File: src/hw/rtl/assert_macros.svh
// Assertion macros shared by the RTL of the ramp sequencer.
// No dependencies; the bodies are empty when SYNTHESIS is defined.
`ifndef ASSERT_MACROS_SVH
`define ASSERT_MACROS_SVH
`ifndef SYNTHESIS
// ante holds -> cons holds in the same cycle
`define ASSERT_IMPL(label, clk, rstn, ante, cons) \
    label: assert property (@(posedge clk) disable iff (!(rstn)) (ante) |-> (cons)) \
        else $error("assertion failed");
// ante holds -> cons holds in the next cycle
`define ASSERT_NEXT(label, clk, rstn, ante, cons) \
    label: assert property (@(posedge clk) disable iff (!(rstn)) (ante) |=> (cons)) \
        else $error("assertion failed");
`else
`define ASSERT_IMPL(label, clk, rstn, ante, cons)
`define ASSERT_NEXT(label, clk, rstn, ante, cons)
`endif
`endif

File: src/hw/rtl/srps_pkg.sv
// Types and codes of the stepper ramp profile sequencer.
// No dependencies; used by every module of the block.
package srps_pkg;

    // item kinds
    localparam logic [2:0] KIND_TICK    = 3'd0;
    localparam logic [2:0] KIND_START   = 3'd1;
    localparam logic [2:0] KIND_STOP    = 3'd2;
    localparam logic [2:0] KIND_SETSTEP = 3'd3;
    localparam logic [2:0] KIND_LOAD_A  = 3'd4;
    localparam logic [2:0] KIND_LOAD_D  = 3'd5;

    // move phases
    localparam logic [2:0] PH_INIT  = 3'd0;
    localparam logic [2:0] PH_ACCEL = 3'd1;
    localparam logic [2:0] PH_CONST = 3'd2;
    localparam logic [2:0] PH_DECEL = 3'd3;
    localparam logic [2:0] PH_HOLD  = 3'd4;

    // configuration register indexes
    localparam logic [2:0] REG_ACCEL_SIZE = 3'd0;
    localparam logic [2:0] REG_DECEL_SIZE = 3'd1;
    localparam logic [2:0] REG_RUN_STEPS  = 3'd2;
    localparam logic [2:0] REG_USTEP_SH   = 3'd3;
    localparam logic [2:0] REG_DECEL_REV  = 3'd4;
    localparam logic [2:0] REG_CLK_PERIOD = 3'd5;

    localparam int CNT_W = 21;
    localparam int DIV_W = 32;

    typedef struct packed {
        logic [8:0]  accel_size;
        logic [8:0]  decel_size;
        logic [15:0] run_steps;
        logic [2:0]  microstep_shift;
        logic        decel_reversed;
        logic [15:0] tick_divisor;
    } cfg_t;

    typedef struct packed {
        logic [2:0]  kind;
        logic [7:0]  entry_index;
        logic [31:0] entry_value;
        logic [15:0] new_steps;
    } in_item_t;

    typedef struct packed {
        logic        period_load;
        logic [31:0] period_ticks;
        logic        running;
        logic [2:0]  phase;
        logic [19:0] steps_done;
        logic        finished;
        logic        request_error;
    } out_item_t;

    typedef struct packed {
        logic capture;
        logic exec;
        logic div_start;
        logic out_load;
    } ctrl_cmd_t;

    typedef struct packed {
        logic load_pending;
        logic div_busy;
        logic out_free;
    } dp_status_t;

endpackage

File: src/hw/rtl/srps_ctrl.sv
// Controller: sequences capture, state update, division (for items that issue a period) and writeback per item.
// Depends on srps_pkg; commands srps_dpath.
module srps_ctrl (
    input  logic                  aclk,
    input  logic                  aresetn,
    input  logic                  s_valid,
    output logic                  s_ready,
    output srps_pkg::ctrl_cmd_t   cmd,
    input  srps_pkg::dp_status_t  stat
);

    typedef enum logic [4:0] {
        ST_IDLE = 5'b00001,
        ST_EXEC = 5'b00010,
        ST_LOAD = 5'b00100,
        ST_DIV  = 5'b01000,
        ST_WB   = 5'b10000
    } state_t;

    state_t state_reg, state_next;

    always_comb begin
        state_next = state_reg;
        cmd        = '0;
        case (state_reg)
            ST_IDLE: begin
                if (s_valid) begin
                    cmd.capture = 1'b1;
                    state_next  = ST_EXEC;
                end
            end
            ST_EXEC: begin
                cmd.exec   = 1'b1;
                state_next = ST_LOAD;
            end
            ST_LOAD: begin
                // table data is registered now; start the tick conversion if a period is pending
                if (stat.load_pending) begin
                    cmd.div_start = 1'b1;
                    state_next    = ST_DIV;
                end else begin
                    state_next = ST_WB;
                end
            end
            ST_DIV: begin
                if (!stat.div_busy) begin
                    state_next = ST_WB;
                end
            end
            ST_WB: begin
                if (stat.out_free) begin
                    cmd.out_load = 1'b1;
                    state_next   = ST_IDLE;
                end
            end
            default: begin
                state_next = ST_IDLE;
            end
        endcase
    end

    always_ff @(posedge aclk) begin
        if (!aresetn) begin
            state_reg <= ST_IDLE;
        end else begin
            state_reg <= state_next;
        end
    end

    assign s_ready = (state_reg == ST_IDLE);

endmodule

File: config.mk
export PLATFORM = sky130hd
export DESIGN_NAME = srps_ctrl
export DESIGN_NICKNAME = d
export VERILOG_FILES = /design/src/hw/rtl/assert_macros.svh /design/src/hw/rtl/srps_pkg.sv /design/src/hw/rtl/srps_ctrl.sv
export SDC_FILE = /design/constraint.sdc
export NUM_CORES = 1
export LEC_CHECK = 0
export BUFFER_PORTS_ARGS = -buffer_cell sky130_fd_sc_hd__buf_4
export CAP_MARGIN = 20
export CORE_AREA = 2 2 39 41
export DETAILED_ROUTE_END_ITERATION = 8
export DIE_AREA = 0 0 41 43
export GPL_TIMING_DRIVEN = 1
export HOLD_SLACK_MARGIN = 0.1
export PLACE_DENSITY_LB_ADDON = 0.08
export SYNTH_ARGS = -nofsm -noshare
export SYNTH_HDL_FRONTEND = slang
export SYNTH_SLANG_ARGS = --single-unit
File: constraint.sdc
create_clock -name aclk -period 3 [get_ports aclk]
set_input_delay 0.3 -clock aclk [delete_from_list [all_inputs] [get_ports aclk]]
set_output_delay 0.3 -clock aclk [all_outputs]
set_load 0.02 [all_outputs]
### Word level (Yosys, flattened, before mapping)

Cells that the tools add are included.

| word-level totals | value |
|---|---|
| register bits after elaboration | 5 |
| input port bits | 6 |
| output and inout port bits | 5 |
| word-level logic and storage cells | 22 |

| cells by class | value |
|---|---|
| reductions and logical operators | 1 |
| equality and inequality tests | 8 |
| mux-type cells | 12 |

Operator list:

| kind | number |
|---|---|
| $pmux W5 S5 | 1 |
| $mux W5 | 4 |
| $mux W1 | 7 |
| $ne A2 B2 Y1 const B | 3 |
| $eq A5 B1 Y1 const B | 1 |
| $eq A5 B2 Y1 const B | 1 |
| $eq A5 B3 Y1 const B | 1 |
| $eq A5 B4 Y1 const B | 1 |
| $eq A5 B5 Y1 const B | 1 |
| $reduce_and A3 Y1 | 1 |

### Depth between registers and ports, before layout

Gate-level depths: netlist of the first run.

| depth | value |
|---|---|
| depth after elaboration | 3 |
| gate-level depth with buffers | 4 |
| depth with buffers taken out | 4 |

### Worst setup path after synthesis of the first run

No wires, ideal clock.

| timing | value |
|---|---|
| path kind | register -> output |
| start point | reg state_reg[3] |
| end point | out cmd[0] (netlist bit) |
| slack | 1792 ps |
| stages on the path, launching flop included | 4 |
| path buffers | 0 |
| required time | 2700 ps |
| arrival | 908 ps |
| cells stage by stage | dfxtp_1 -> nor2_2 -> nand3_1 -> nor2_1 |

RTL lines:

| item | line | source |
|---|---|---|
| start: declaration | srps_ctrl.sv:20 | `state_t state_reg, state_next;` |
| start signal: assignment | srps_ctrl.sv:66 | `state_reg <= state_next;` |
| end: declaration | srps_ctrl.sv:8 | `output srps_pkg::ctrl_cmd_t cmd,` |

==> metrics.txt, run 1 <==
Ys Warns=0; vias per inst=4.52; Arr. time, crit path=1.22 ns; Hold Buf Count CTS=0; Core Box Area=1380 um^2; max reg flops=5; crit path to=cmd[3]; Critical path origin=state_reg[4]; fraction of layout cells with a size suffix above 1=0.333; Tcrit/Tclk final=0.507; area of placed instances=388 um^2; clock power share=0.402; Post-Syn Area=293 um^2; grt total ovfl=0; switching share of total power=0.271; Vias=303; # setup viols final=0; Gate power share=0.208; initial core utilization=0.212; flop2flop setup slack=1.82 ns; status=complete, no violations; Max-Cap Viols=0; reg2reg start=state_reg[4]; sequential area share after synthesis=0.342; fillcell total=154; fin util=0.299; top cells by area, synth=dfxtp_1, nor2b_1, nor2_1, and2_1, and3_1; most common cell in the netlist=dfxtp_1; post-synth top area share=0.342; Fin Setup TNS=0 ns; post-synth top area cell=dfxtp_1; Max Fclk=0.657 GHz; Power Dens Cells=459 nW/um^2; Final Routed Wirelength=710 um; syn nets=43; Port Buffers=10; measured slew at the worst slew-check pin=0.247 ns; CP required=2.70 ns; final antenna-violating net count=0; Remaining DRCs=0; clk buf depth=2; Layout Nets=58; Post-synth top flop=dfxtp_1; Ports=11; worst ir drop on vdd=0.189 mV; drt pass-1 iters=5; ant diodes=0; Commonest cells post-synth=dfxtp_1, nor2_1, inv_1, nor2b_1; DIE AREA=1760 um^2; Tmin final=1.52 ns; design area=414 um^2; Cells after Synth=37; chip height=43 um; initial antenna violation count=0; Synth Area per Inst=7.91 um^2; Net Sw Power=0.0000516 W; critical path class=reg -> out; Initial DRC Count=5; Max Slew Vio Count=0; first-pass GRT wire length=1190 um; TritonCTS buffer count=3; CTS HTree Levels=1; Post-synth EDFFs=0; worst-path fanout max=6; die width=41 um; cells on worst reg2reg path=4; GPL Wtd Cong=0.719; Detail Placement HPWL=616 um; mean routed wirelength per cell=10.6 um; Worst slew margin=0.835; Worst R2R End=state_reg[0]; area of the multi-input gates=181 um^2; row count=14; CTS tree=done; largest net degree at the start of global routing=8; asr flop ratio synth=0; Clock Skews=0.00176 ns; Worst setup SP type=flip-flop; post-cts gate resize count=0; Pint=0.000139 W; CTS sink count=5; gr usage total=0.100; Yosys reg bits=5; Clock Latency Late Sink=0.24 ns; area added between synthesis and finish=41.5%; HP Class=in -> reg; final hold violations=0; Worst-path clk slew=0.04 ns; # Post-CTS Setup Buffers=0; Synth cell types=21; unrepaired setup endpoints after global routing=no; FF+latch area=100 um^2; CP endpoint kind=output port; vias in the first global route=296; Seq pwr share=0.390; Root Driver=clkbuf_4; Worst Hold Path Cells=2; Leakage=0.195 nW
## power by group through the flow
stage	sequential, W	clock [W]	combinational [W]
final	0.0000743	0.0000764	0.0000395
after global routing	0.0000749	0.0000807	0.0000432
after CTS	0.0000745	0.0000783	0.0000400
after detailed placement	0.0000756	0	0.0000397
after global placement	0.0000759	0	0.0000396
after floorplan	0.0000745	0	0.0000229
## how the worst min path moves through the flow
stage | endpoint | startpoint
floorplan | state_reg[0] | aresetn
global placement | state_reg[0] | aresetn
detailed placement | state_reg[0] | aresetn
CTS | state_reg[0] | aresetn
global route | state_reg[0] | aresetn
finish | state_reg[0] | aresetn
## cell type report
class / instances / share of cell area
clock buffers: 4 / 0.0634
inverters: 3 / 0.0272
multi-input cells: 29 / 0.438
flip-flops and latches: 5 / 0.242
well taps: 16 / 0.0483
repair buffers: 10 / 0.181
## critical path, stage by stage, from the launching register on
cell and delay (ns):
dfxtp_1 0.37, nor3_2 0.26, and3_1 0.21, buf_4 0.14
## cell families (layout without fill, tap and decap cells)
logic type / after synthesis / after routing / share of synthesized area
xor+xnor: 1 / 1 / 0.0299
compound gates: 8 / 8 / 0.192
flops: 5 / 5 / 0.342
simple gates: 20 / 20 / 0.397
buf+inv: 3 / 17 / 0.0385
## metal layers
metal	track usage	routed length (um)	vias to the layer above
met5	0	0	-
met4	0.0600	0	0
met3	0.0209	28	0
met2	0.156	382	5
met1	0.119	299	140
li1	-	-	158
## metrics by stage
step                total power (W)  setup WS, ns  instances  hold slack, ns
floorplan                 0.0000974          1.79         37           0.379
global placement           0.000115          1.72         63           0.523
detailed placement         0.000115          1.73         63           0.528
CTS                        0.000193          1.47         67           0.282
global route               0.000199          1.40         67           0.292
finish                     0.000190          1.48         67           0.283
## cells in the final DEF, fill, tap and decap left out
cell / instances
a21boi_0: 1
a21oi_1: 1
and2_1: 2
and3_1: 2
buf_4: 10
clkbuf_1: 1
clkbuf_4: 3
dfxtp_1: 5
inv_1: 3
nand2_1: 2
nand3_1: 2
nand4_1: 1
nor2_1: 4
nor2_2: 1
nor2b_1: 3
nor3_1: 1
nor3_2: 1
nor3b_2: 1
o2111a_1: 1
o21ai_0: 2
o21ai_1: 1
o21ai_2: 1
o221ai_1: 1
xor2_1: 1
(Power assumes the default switching activity.)
==> inputs of run 2 (changes only) <==
==> constraint.sdc (replaced) <==
create_clock -name aclk -period 1.4 [get_ports aclk]
set_input_delay 0.14 -clock aclk [delete_from_list [all_inputs] [get_ports aclk]]
set_output_delay 0.14 -clock aclk [all_outputs]
set_load 0.02 [all_outputs]
==> metrics.txt, run 2 (synthesis results as in run 1) <==
initial antenna violation count=0; critical path class=reg -> out; Buf+Inv Stages, Crit Path=1; gr usage total=0.0924; Detail Placement HPWL=552 um; HP Class=in -> reg; Clock Skews=0.00177 ns; Hold Buf Count CTS=0; chip height=43 um; cell family with most CP delay=simple AND/OR/NAND/NOR gates; crit-path max cell delay=0.36 ns; Power Dens Cells=954 nW/um^2; Remaining DRCs=0; fin util=0.311; area of placed instances=388 um^2; Clock Latency Late Sink=0.23 ns; row count=14; design area=430 um^2; measured slew at the worst slew-check pin=0.296 ns; flop2flop setup slack=0.28 ns; Cell Count, Final, Fillers Out=67; Core Box Area=1380 um^2; area added between synthesis and finish=47.0%; Placed Cells=63; Root Driver=clkbuf_4; initial core utilization=0.212; grt total ovfl=0; worst-path fanout max=7; Max-Cap Viols=0; Worst Hold Path Cells=2; post-cts gate resize count=0; die width=41 um; fraction of layout cells with a size suffix above 1=0.412; Max Fclk=0.766 GHz; slowest cell on the critical path=dfxtp_2; Leakage=0.201 nW; final hold violations=0; status=complete, no violations; Layout Nets=58; drt pass-1 iters=2; vias in the first global route=289; Worst R2R End=state_reg[0]; WHS Endpoint=state_reg[0]; Ports=11; largest net degree at the start of global routing=8; cells on worst reg2reg path=4; CP Cell Sequence=nor3_4 > and3_1 > buf_4; unrepaired setup endpoints after global routing=no; reg2reg start=state_reg[3]; TritonCTS buffer count=3; ant diodes=0; hold_sp=aresetn; Max Slew Vio Count=0; CP required=1.26 ns; CTS tree=done; CP endpoint kind=output port; # setup viols final=0; first-pass GRT wire length=1130 um; Fin Setup TNS=0 ns; DIE AREA=1760 um^2; # Post-CTS Setup Buffers=0; CTS sink count=5; clk buf depth=2; Vias=298; Worst-path clk slew=0.04 ns; Final Routed Wirelength=668 um; CTS HTree Levels=1; Arr. time, crit path=1.17 ns; worst ir drop on vdd=0.403 mV; most frequent cells in the layout=buf_4, nor2_1, inv_1, clkbuf_4, dfxtp_1; max reg flops=5; most common cell after layout, fill and taps aside=buf_4; GPL Wtd Cong=0.716; Initial DRC Count=2; Tcrit/Tclk final=0.932; Worst setup SP type=flip-flop; Tmin final=1.31 ns; Port Buffers=10; Worst slew margin=0.803; vias per inst=4.45; final antenna-violating net count=0; Hold Slack=0.123 ns; mean routed wirelength per cell=9.97 um
run 2: cell types whose count changed in the layout (fill, tap and decap cells not counted):
| cell | previous run | this run |
|---|---|---|
| dfxtp_1 | 5 | 3 |
| dfxtp_2 | 0 | 2 |
| nand3_1 | 2 | 1 |
| nand3_2 | 0 | 1 |
| nor2b_1 | 3 | 2 |
| nor2b_2 | 0 | 1 |
| nor3_2 | 1 | 0 |
| nor3_4 | 0 | 1 |
run 2: report_power, final:
| part | internal [W] | switching (W) | leakage (nW) |
|---|---|---|---|
| Combinational | 0.0000431 | 0.0000457 | 0.144 |
| Sequential | 0.000150 | 0.00000983 | 0.0416 |
| Clock | 0.000107 | 0.0000541 | 0.0150 |
| Total | 0.000301 | 0.000110 | 0.201 |
run 2: area by class of cell:
type	count	area, um^2
multi-input cells	29	195
fillers	167	953
inverters	3	11.3
repair buffers	10	75.1
flip-flops and latches	5	103
clock buffers	4	26.3
well taps	16	20.0
run 2: worst register-to-register path: cells and delay by family, from the launching register on:
kind / cells / cell delay, ns
flip-flops: 1 / 0.41
AND/OR/NAND/NOR: 2 / 0.34
AO/OA/AOI/OAI: 2 / 0.24
run 2: stage by stage:
step / power (W) / worst slack, ns
3_3_place_gp: 0.000248 / 0.213
6_report: 0.000411 / 0.0947
3_5_place_dp: 0.000246 / 0.235
5_1_grt: 0.000441 / 0.0223
4_1_cts: 0.000415 / 0.00725
2_1_floorplan: 0.000209 / 0.351
run 2: how the worst max path moves through the flow:
stage | slack (ns) | cells after the start | startpoint | to
2_1_floorplan | 0.35 | 3 | state_reg[4] | state_reg[1]
3_3_place_gp | 0.21 | 4 | state_reg[4] | state_reg[0]
3_5_place_dp | 0.23 | 4 | state_reg[4] | state_reg[0]
4_1_cts | 0.007 | 3 | state_reg[4] | cmd[3]
5_1_grt | 0.02 | 4 | state_reg[3] | cmd[0]
6_report | 0.09 | 3 | state_reg[2] | cmd[3]
run 2: routing by layer:
metal / GRT usage / part of all wire / up-vias
li1: - / - / 158
met1: 0.119 / 0.45 / 135
met2: 0.134 / 0.51 / 5
met3: 0.0157 / 0.043 / 0
met4: 0.0600 / 0 / 0
met5: 0 / 0 / -
==> inputs of run 3 (changes only) <==
--- a/config.mk
+++ b/config.mk
@@ -12,6 +12,7 @@
 export DIE_AREA = 0 0 41 43
 export GPL_TIMING_DRIVEN = 1
 export HOLD_SLACK_MARGIN = 0.1
+export MAX_ROUTING_LAYER = met4
 export PLACE_DENSITY_LB_ADDON = 0.08
 export SYNTH_ARGS = -nofsm -noshare
 export SYNTH_HDL_FRONTEND = slang
==> metrics.txt, run 3 (synthesis results as in run 1) <==
Tmin final=1.31 ns; CP endpoint kind=output port; Max-Cap Viols=0; ant diodes=0; CTS HTree Levels=1; area added between synthesis and finish=47.0%; Arr. time, crit path=1.17 ns; status=complete, no violations; crit-path max cell delay=0.36 ns; Hold Buf Count CTS=0; final antenna-violating net count=0; Critical path origin=state_reg[2]; cell family with most CP delay=simple AND/OR/NAND/NOR gates; slowest cell on the critical path=dfxtp_2; chip height=43 um; vias per inst=4.48; FF+latch area=103 um^2; Final Routed Wirelength=669 um; Seq pwr share=0.390; HP Class=in -> reg; DIE AREA=1760 um^2; Gate power share=0.216; # Post-CTS Setup Buffers=0; worst ir drop on vdd=0.406 mV; Buf+Inv Stages, Crit Path=1; Max Slew Vio Count=0; worst-path fanout max=7; Pwr Total=0.000411 W; largest net degree at the start of global routing=8; row count=14; CP Cell Sequence=nor3_4 > and3_1 > buf_4; Hold Slack=0.123 ns; final hold violations=0; Fin Setup TNS=0 ns; Root Driver=clkbuf_4; Worst-path clk slew=0.04 ns; Power Dens Cells=956 nW/um^2; CTS sink count=5; Clock Latency Late Sink=0.24 ns; switching share of total power=0.268; Vias=300; vias in the first global route=288; max reg flops=5; Leakage=0.201 nW; Remaining DRCs=0; clock power share=0.394; Max Fclk=0.764 GHz; GPL Wtd Cong=0.725; Ports=11; critical path class=reg -> out; initial core utilization=0.212; grt total ovfl=0; Port Buffers=10; Pint=0.000301 W; most frequent cells in the layout=buf_4, nor2_1, inv_1, clkbuf_4, dfxtp_1; Tcrit/Tclk final=0.935; clk buf depth=2; first-pass GRT wire length=1130 um; fraction of layout cells with a size suffix above 1=0.412; die width=41 um; Net Sw Power=0.000110 W; mean routed wirelength per cell=9.99 um; measured slew at the worst slew-check pin=0.296 ns; gr usage total=0.0947; most common cell after layout, fill and taps aside=buf_4; initial antenna violation count=0; Layout Nets=58; area of the multi-input gates=195 um^2; CP required=1.26 ns; reg2reg start=state_reg[3]; Worst setup SP type=flip-flop; # setup viols final=0; fillcell total=167; unrepaired setup endpoints after global routing=no; post-cts gate resize count=0; Clock Skews=0.000741 ns; Worst slew margin=0.803; Detail Placement HPWL=552 um; CTS tree=done; hold_sp=aresetn; Core Box Area=1380 um^2; Initial DRC Count=3; TritonCTS buffer count=3; drt pass-1 iters=2
run 3: cell counts in the layout (fill, tap and decap cells not counted):
Identical to the previous run, type by type.
run 3: final cells by class:
type | instances | share of cell area
Inverter | 3 | 0.0262
Timing Repair Buffer | 10 | 0.174
Multi-Input combinational cell | 29 | 0.453
Tap cell | 16 | 0.0465
Sequential cell | 5 | 0.238
Clock buffer | 4 | 0.0610
run 3: metal layers:
layer	global-route usage	routed length, um	share of wire	vias up
li1	-	-	-	158
met1	0.119	304	0.45	137
met2	0.134	339	0.51	5
met3	0.0157	26	0.039	0
met4	0.0600	0	0	0
met5	-	0	0	-
run 3: metrics by stage:
step / setup WS, ns / utilization / std cells / cell area (um^2)
after CTS: 0.00725 / 0.299 / 67 / 414
after global placement: 0.213 / 0.280 / 63 / 388
after detailed placement: 0.235 / 0.280 / 63 / 388
after global routing: 0.0223 / 0.311 / 67 / 430
after floorplan: 0.351 / - / 37 / 293
final: 0.0913 / 0.311 / 67 / 430
run 3: power by group through the flow:
stage / Combinational, W / Clock (W) / Sequential, W
5_1_grt: 0.0000979 / 0.000181 / 0.000162
6_report: 0.0000889 / 0.000162 / 0.000160
3_3_place_gp: 0.0000863 / 0 / 0.000162
4_1_cts: 0.0000851 / 0.000172 / 0.000159
2_1_floorplan: 0.0000490 / 0 / 0.000160
3_5_place_dp: 0.0000847 / 0 / 0.000161
run 3: worst paths after layout:
check / to / slack (ns) / cells past startpoint
hold reg to reg: state_reg[3] / 0.59 / 2
setup / recovery: cmd[3] / 0.09 / 3
hold / removal: state_reg[0] / 0.12 / 2
setup reg to reg: state_reg[0] / 0.27 / 4
